==> src/sv/alfg_pkg.sv <==
// alfg_pkg: shared types and constants for the argb linear fade generator
// no dependencies; used by alfg_blend and argb_linear_fade_generator_unit
`timescale 1ns / 1ps

package alfg_pkg;

  // one input request
  typedef struct packed {
    logic        command;
    logic [15:0] elapsed_ms;
  } in_t;

  // one result
  typedef struct packed {
    logic [7:0] alpha_out;
    logic [7:0] red_out;
    logic [7:0] green_out;
    logic [7:0] blue_out;
    logic [3:0] write_mask;
    logic       pass_wrapped;
    logic       finished;
  } out_t;

  // command codes
  localparam logic CMD_TICK  = 1'b0;
  localparam logic CMD_START = 1'b1;

  // register indexes (byte address / 4)
  localparam logic [2:0] REG_DURATION = 3'd0;
  localparam logic [2:0] REG_START    = 3'd1;
  localparam logic [2:0] REG_END      = 3'd2;
  localparam logic [2:0] REG_MASK     = 3'd3;
  localparam logic [2:0] REG_BOUNCE   = 3'd4;
  localparam logic [2:0] REG_RESTART  = 3'd5;

  localparam logic [23:0] DURATION_RESET = 24'd1000;
  localparam logic [31:0] START_RESET    = 32'h0000_0000;
  localparam logic [31:0] END_RESET      = 32'hFFFF_FFFF;
  localparam logic [3:0]  MASK_RESET     = 4'hF;

  // request to the channel interpolator
  typedef struct packed {
    logic        go;
    logic [7:0]  from_c;
    logic [7:0]  to_c;
    logic [23:0] rem;
    logic [23:0] dur;
  } blend_req_t;

  // reply from the channel interpolator
  typedef struct packed {
    logic       busy;
    logic       done;
    logic [7:0] value;
  } blend_rsp_t;

endpackage

==> src/sv/alfg_blend.sv <==
// alfg_blend: iterative interpolator for one 8-bit colour channel
// a multiply state, eight restoring divide steps and a result state; uses alfg_pkg
`timescale 1ns / 1ps

module alfg_blend
  import alfg_pkg::*;
(
  input  logic       clk,
  input  logic       rst,
  input  blend_req_t req,
  output blend_rsp_t rsp
);

  typedef enum logic [1:0] {B_IDLE, B_MUL, B_DIV, B_FIN} bstate_t;

  bstate_t     state;
  logic        neg;
  logic [7:0]  mag;
  logic [7:0]  to_c;
  logic [31:0] partial;
  logic [30:0] div_sh;
  logic [7:0]  qa;
  logic [2:0]  bitcnt;
  logic        done;
  logic [7:0]  value;

  logic        ge;
  logic        dur_zero;
  logic [8:0]  sum;

  assign ge       = partial >= {1'b0, div_sh};
  assign dur_zero = (req.dur == 24'd0);

  // negative numerator rounds towards minus infinity
  always_comb begin
    if (dur_zero) begin
      sum = {1'b0, to_c};
    end else if (neg) begin
      sum = {1'b0, to_c} - {1'b0, qa} - {8'b0, |partial};
    end else begin
      sum = {1'b0, to_c} + {1'b0, qa};
    end
  end

  always_ff @(posedge clk) begin
    if (rst) begin
      state <= B_IDLE;
      done  <= 1'b0;
    end else begin
      done <= (state == B_FIN);
      case (state)
        B_IDLE: begin
          if (req.go) begin
            neg   <= req.from_c < req.to_c;
            mag   <= (req.from_c < req.to_c) ? (req.to_c - req.from_c)
                                             : (req.from_c - req.to_c);
            to_c  <= req.to_c;
            state <= B_MUL;
          end
        end
        B_MUL: begin
          partial <= {24'b0, mag} * {8'b0, req.rem};
          div_sh  <= {req.dur, 7'b0};
          qa      <= 8'd0;
          bitcnt  <= 3'd7;
          state   <= B_DIV;
        end
        B_DIV: begin
          if (ge) begin
            partial <= partial - {1'b0, div_sh};
          end
          qa     <= {qa[6:0], ge};
          div_sh <= {1'b0, div_sh[30:1]};
          bitcnt <= bitcnt - 3'd1;
          if (bitcnt == 3'd0) begin
            state <= B_FIN;
          end
        end
        B_FIN: begin
          value <= sum[7:0];
          state <= B_IDLE;
        end
        default: state <= B_IDLE;
      endcase
    end
  end

  assign rsp.busy  = (state != B_IDLE);
  assign rsp.done  = done;
  assign rsp.value = value;

endmodule

==> src/sv/argb_linear_fade_generator_unit.sv <==
// argb_linear_fade_generator_unit: timed linear argb fade, top level
// depends on alfg_pkg and alfg_blend
// sequence: a start request gives no result; a tick while running passes through a
//   remaining-time state, the four channels in turn in the shared interpolator and
//   a wrap state that loads the result
// flow: one request at a time, set by the single shared multiply/divide unit;
//   after a tick the next request is taken once its result is loaded, later
//   while an earlier result is still waiting
// reset: rst synchronous, active high; registers to their defaults, fade stopped
`timescale 1ns / 1ps

module argb_linear_fade_generator_unit
  import alfg_pkg::*;
(
  input  logic        clk,
  input  logic        rst,
  // request channel
  input  logic        req_valid,
  output logic        req_ready,
  input  in_t         req_data,
  // result channel
  output logic        rsp_valid,
  input  logic        rsp_ready,
  output out_t        rsp_data,
  // register port
  input  logic        psel,
  input  logic        penable,
  input  logic        pwrite,
  input  logic [4:0]  paddr,
  input  logic [31:0] pwdata,
  output logic [31:0] prdata,
  output logic        pready
);

  typedef enum logic [2:0] {S_IDLE, S_TIME, S_CHAN, S_WAIT, S_DONE} state_t;

  // configuration registers
  logic [23:0] duration_ms;
  logic [31:0] start_color;
  logic [31:0] end_color;
  logic [3:0]  channel_mask;
  logic        bounce_loop;
  logic        restart_loop;

  // fade state
  logic [23:0] time_left;
  logic [31:0] from_now;
  logic [31:0] to_now;
  logic        running;

  // sequencer
  state_t      state;
  logic [1:0]  ch;
  logic [23:0] rem;
  logic [7:0]  chan_val [4];

  logic        req_fire;
  logic        cfg_we;
  logic        out_free;
  logic        pass_end;
  logic [23:0] time_left_next;
  blend_req_t  blend_req;
  blend_rsp_t  blend_rsp;

  assign pready    = 1'b1;
  assign cfg_we    = psel && penable && pwrite;
  assign req_ready = (state == S_IDLE);
  assign req_fire  = req_valid && req_ready;
  assign out_free  = !rsp_valid || rsp_ready;
  assign pass_end  = (time_left == 24'd0);

  // saturating subtract of the elapsed time
  assign time_left_next = (time_left > {8'b0, req_data.elapsed_ms})
                        ? (time_left - {8'b0, req_data.elapsed_ms}) : 24'd0;

  // register write
  always_ff @(posedge clk) begin
    if (rst) begin
      duration_ms  <= DURATION_RESET;
      start_color  <= START_RESET;
      end_color    <= END_RESET;
      channel_mask <= MASK_RESET;
      bounce_loop  <= 1'b0;
      restart_loop <= 1'b0;
    end else if (cfg_we) begin
      case (paddr[4:2])
        REG_DURATION: duration_ms  <= pwdata[23:0];
        REG_START:    start_color  <= pwdata;
        REG_END:      end_color    <= pwdata;
        REG_MASK:     channel_mask <= pwdata[3:0];
        REG_BOUNCE:   bounce_loop  <= pwdata[0];
        REG_RESTART:  restart_loop <= pwdata[0];
        default: ;
      endcase
    end
  end

  // register read
  always_comb begin
    case (paddr[4:2])
      REG_DURATION: prdata = {8'b0, duration_ms};
      REG_START:    prdata = start_color;
      REG_END:      prdata = end_color;
      REG_MASK:     prdata = {28'b0, channel_mask};
      REG_BOUNCE:   prdata = {31'b0, bounce_loop};
      REG_RESTART:  prdata = {31'b0, restart_loop};
      default:      prdata = 32'b0;
    endcase
  end

  // shared channel interpolator, channels taken alpha first down to blue
  assign blend_req.go     = (state == S_CHAN);
  assign blend_req.from_c = from_now[{ch, 3'b000} +: 8];
  assign blend_req.to_c   = to_now[{ch, 3'b000} +: 8];
  assign blend_req.rem    = rem;
  assign blend_req.dur    = duration_ms;

  alfg_blend u_blend (
    .clk (clk),
    .rst (rst),
    .req (blend_req),
    .rsp (blend_rsp)
  );

  // main sequencer, fade state and result register
  always_ff @(posedge clk) begin
    if (rst) begin
      state     <= S_IDLE;
      running   <= 1'b0;
      time_left <= 24'd0;
      from_now  <= 32'd0;
      to_now    <= 32'd0;
      rsp_valid <= 1'b0;
      ch        <= 2'd3;
    end else begin
      // a new result can only be loaded once the old one has gone
      if (rsp_valid && rsp_ready && (state != S_DONE)) begin
        rsp_valid <= 1'b0;
      end
      case (state)
        S_IDLE: begin
          if (req_fire) begin
            if (req_data.command == CMD_START) begin
              time_left <= duration_ms;
              from_now  <= start_color;
              to_now    <= end_color;
              running   <= 1'b1;
            end else if (running) begin
              // tick while stopped is dropped
              time_left <= time_left_next;
              state     <= S_TIME;
            end
          end
        end
        S_TIME: begin
          // ratio saturates at one when the duration was lowered mid-fade
          rem   <= (time_left > duration_ms) ? duration_ms : time_left;
          ch    <= 2'd3;
          state <= S_CHAN;
        end
        S_CHAN: begin
          state <= S_WAIT;
        end
        S_WAIT: begin
          if (blend_rsp.done) begin
            chan_val[ch] <= blend_rsp.value;
            if (ch == 2'd0) begin
              state <= S_DONE;
            end else begin
              ch    <= ch - 2'd1;
              state <= S_CHAN;
            end
          end
        end
        S_DONE: begin
          if (out_free) begin
            rsp_valid               <= 1'b1;
            rsp_data.alpha_out      <= channel_mask[3] ? chan_val[3] : 8'd0;
            rsp_data.red_out        <= channel_mask[2] ? chan_val[2] : 8'd0;
            rsp_data.green_out      <= channel_mask[1] ? chan_val[1] : 8'd0;
            rsp_data.blue_out       <= channel_mask[0] ? chan_val[0] : 8'd0;
            rsp_data.write_mask     <= channel_mask;
            rsp_data.pass_wrapped   <= pass_end && (bounce_loop || restart_loop);
            rsp_data.finished       <= pass_end && !bounce_loop && !restart_loop;
            // end of pass: bounce beats restart, else stop
            if (pass_end) begin
              if (bounce_loop) begin
                from_now              <= to_now;
                to_now                <= from_now;
                time_left             <= duration_ms;
              end else if (restart_loop) begin
                time_left             <= duration_ms;
              end else begin
                running               <= 1'b0;
              end
            end
            state <= S_IDLE;
          end
        end
        default: state <= S_IDLE;
      endcase
    end
  end

  // a result never both wraps and finishes
  assert property (@(posedge clk) disable iff (rst)
    rsp_valid |-> !(rsp_data.pass_wrapped && rsp_data.finished))
    else $error("result both wrapped and finished");

  // interpolator is quiet whenever the block takes requests
  assert property (@(posedge clk) disable iff (rst)
    (state == S_IDLE) |-> (!blend_rsp.done && !blend_rsp.busy))
    else $error("interpolator active while idle");

  // a tick while stopped starts no work
  assert property (@(posedge clk) disable iff (rst)
    (req_fire && (req_data.command == CMD_TICK) && !running) |=> (state == S_IDLE))
    else $error("tick while stopped started work");

  // a masked alpha channel reads as zero
  assert property (@(posedge clk) disable iff (rst)
    (rsp_valid && !rsp_data.write_mask[3]) |-> (rsp_data.alpha_out == 8'd0))
    else $error("masked alpha not zero");

endmodule

==> config.mk <==
export PLATFORM = sky130hd
export DESIGN_NAME = argb_linear_fade_generator_unit
export DESIGN_NICKNAME = d
export VERILOG_FILES = /design/src/sv/alfg_pkg.sv /design/src/sv/alfg_blend.sv /design/src/sv/argb_linear_fade_generator_unit.sv
export SDC_FILE = /design/constraint.sdc
export NUM_CORES = 1
export LEC_CHECK = 0
export BUFFER_PORTS_ARGS = -buffer_cell sky130_fd_sc_hd__clkbuf_2
export CORE_MARGIN = 5
export CORE_UTILIZATION = 50
export DETAILED_ROUTE_END_ITERATION = 12
export HOLD_SLACK_MARGIN = 0.08
export PLACE_DENSITY = 0.78
export SYNTH_ARGS = -nofsm -noshare
export SYNTH_HDL_FRONTEND = slang
export SYNTH_HIERARCHICAL = 1
export SYNTH_SLANG_ARGS = --single-unit
==> constraint.sdc <==
create_clock -name clk -period 15.5 [get_ports clk]
set_clock_uncertainty 0.2 [all_clocks]
set_input_delay 1.55 -clock clk [delete_from_list [all_inputs] [get_ports clk]]
set_output_delay 1.55 -clock clk [all_outputs]
set_load 0.01 [all_outputs]
==> results.toml <==
[synth]
synth-seq-area-share = 0.353
synth_edf_count = 193
yosysWarnings = 6
synth_nets = 3303
avgSynthCellArea_um2 = 9.29
synth_top_area_frac = 0.212
synth.area.top_cells = "edfxtp_1 (21%), dfxtp_1 (14%), fa_1 (10%)"
async_flop_share = 0
synthFlopType = "edfxtp_1"
yosysMostFrequentCell = "nand2_1"
syn-cell-area_mm2 = 0.0273
yosys_register_bits = 385
synth_cell_types = 90
yosys-top-cells-count = "nand2_1 (376), inv_1 (284), nor2_1 (227), and2_1 (196), edfxtp_1 (193)"
yosysTopAreaCell = "edfxtp_1"
syn_inst = 2936

[routing]
post_drt_via_cell_ratio = 5.87
routed_wl_um = 71400
drc = 0
vias = 21822
drt_iter0_drc = 1980
postRouteAntennaNets = 0
firstDrtPassIters = 6
routedWlPerCell_um = 19.2

[cells_and_area]
postLayoutCellArea_mm2 = 0.0300
drive_above_1_share = 0.108
n_antenna_cell = 0
final_util = 0.556
fillerInstances = 4635
multi_input_area_mm2 = 0.0160
area_growth_syn_to_layout_pct = 9.91
final_nets = 3357
final_cells = 3718
seq_area_mm2 = 0.00964

[setup_path]
critPathTopFamily = "adder cells"
cp.required_ps = 15600
crit_top_cell = "fa_1"
slowest_delay_ps = 990
cp-start-kind = "flip-flop"
slowest_stage = "edfxtp_1"
rr_worst_depth = 16
cp_num_buf_inv = 2
critPathKind = "reg -> reg"
crit_chain = "and2_1 -> fa_1 -> fa_1 -> fa_1 -> inv_1 -> fa_1 -> inv_1 -> ha_1 -> a2111oi_4 -> o21ai_2 -> a21oi_4 -> a21oi_2 -> a221o_1 -> a311oi_2 -> xor2_1 -> a21oi_1"
endpoint_kind = "flip-flop"
cp_max_fo = 24
cp.arrival_ps = 6060
cp.depth = 16

[sta]
whs_ps = 273
slew_headroom = 0.235
fmax_mhz = 168
setup_tns_ps = 0
rsz0062_at_grt = "false"
finalHoldViolations = 0
period_share = 0.384
worst_slew_pin_slew_ps = 1150
setup-violations-final = 0
layout_setup_ws_ps = 9540
finalWorstPathRequiredPeriod_ps = 5960
maxSlewViolCount = 0

[die]
pin_count = 134
fp.dieH_um = 244
num_rows = 85
start_util = 0.506
core_area_mm2 = 0.0539
dieArea_mm2 = 0.0593
die_width_um = 244

[status]
status = "finished, final reports clean"

[clocking]
cts_tree = "built"
cts-htree-levels = 2
root_buffer = "clkbuf_16"
clkTransAtPathRegs_ps = 60
post-cts-setup-buffer-count = 0
numCtsBuffers = 42
clock_path_buffers = 3
post_cts_resized = 0
cts.sinks = 385
worstSkewPairLatency_ps = 590
holdBufCountCts = 0

[job]
max_cap_viol_count = 0

[global_route]
grt_pass1_wl_um = 115000
track_usage = 0.237
grt_overflow = 0
grt_max_degree = 122
antenna_found_initial = 1
grt_pass1_vias = 20980

[power_and_ir_drop]
power_mw = 4.27
p_leak_nw = 12.6
ir_worst_vdd_uv = 97.4
p_per_area_mw_per_mm2 = 143

[place]
dp_slack_ps = 9590
dp.cells = 3642
place.gp.congestion = 0.924
port_buffers = 130
post_dp_cell_area_mm2 = 0.0285
dp_hpwl_um = 51800

[hold_path]
hold_class = "reg -> reg"
whs_path_depth = 2
## tightest hold or removal path: stages (launching register included)
cell and delay, ps:
dfxtp_1 320, nand2_1 60, a21oi_1 50
## state kept, by name (all words and copies together) (netlist names), 24 cells and up
signal           count
start_color         32
time_left           24
from_now            32
u_blend/div_sh      31
end_color           32
rem                 24
duration_ms         24
u_blend/partial     32
rsp_data            38
to_now              32
chan_val            32
## worst paths after layout
path,to,slack (ps),start
setup / recovery,u_blend/partial[24]$_DFFE_PP_,9540,u_blend/mag[2]$_DFFE_PP_
hold / removal,start_color[11]$_SDFFE_PP0P_,270,start_color[11]$_SDFFE_PP0P_
setup reg to reg,u_blend/partial[24]$_DFFE_PP_,9540,u_blend/mag[2]$_DFFE_PP_
hold reg to reg,start_color[11]$_SDFFE_PP0P_,270,start_color[11]$_SDFFE_PP0P_
## kinds of logic after synthesis
| logic type | Yosys count | share of synthesized area |
|---|---|---|
| AOI/OAI and AO/OA | 596 | 0.152 |
| xor gates and xnor gates | 75 | 0.0241 |
| adders and majority gates | 306 | 0.179 |
| buffers and inverters | 443 | 0.0625 |
| DFF | 385 | 0.353 |
| muxes | 108 | 0.0505 |
| other | 1 | 0.000137 |
| and+or+nand+nor | 1022 | 0.179 |
## layout make-up
cell class | instances | share of cell area
Inverter | 284 | 0.0356
Multi-Input combinational cell | 2108 | 0.533
Clock buffer | 64 | 0.0430
Clock inverter | 12 | 0.00580
Tap cell | 696 | 0.0290
Timing Repair Buffer | 169 | 0.0317
Sequential cell | 385 | 0.321
## metal layers
layer / up-vias / share of wire / GRT usage
met2: 906 / 0.46 / 0.379
met1: 10546 / 0.43 / 0.332
li1: 10216 / - / -
met5: - / 0.00015 / 0
met4: 2 / 0.034 / 0.0747
met3: 152 / 0.076 / 0.0389
## power breakdown
part           switching (mW)  internal (mW)  leakage (nW)
logic                    1.15          0.783          8.54
registers              0.0792           1.22          3.31
clock network           0.429          0.615         0.706
total                    1.65           2.62          12.6
## cells in the final DEF, fill, tap and decap left out, types with 27 or more instances in the layout
cell / n
a211o_1: 45
a21o_1: 50
a21oi_1: 186
a311oi_1: 67
and2_1: 194
buf_4: 39
clkbuf_16: 46
clkbuf_2: 129
dfxtp_1: 192
edfxtp_1: 193
fa_1: 139
ha_1: 166
inv_1: 284
mux2_2: 30
mux2i_1: 41
nand2_1: 375
nand4_1: 27
nor2_1: 226
nor2b_1: 58
o21ai_0: 66
xnor2_1: 42
xor2_1: 33
No activity file was read; power rests on OpenSTA's default activity.
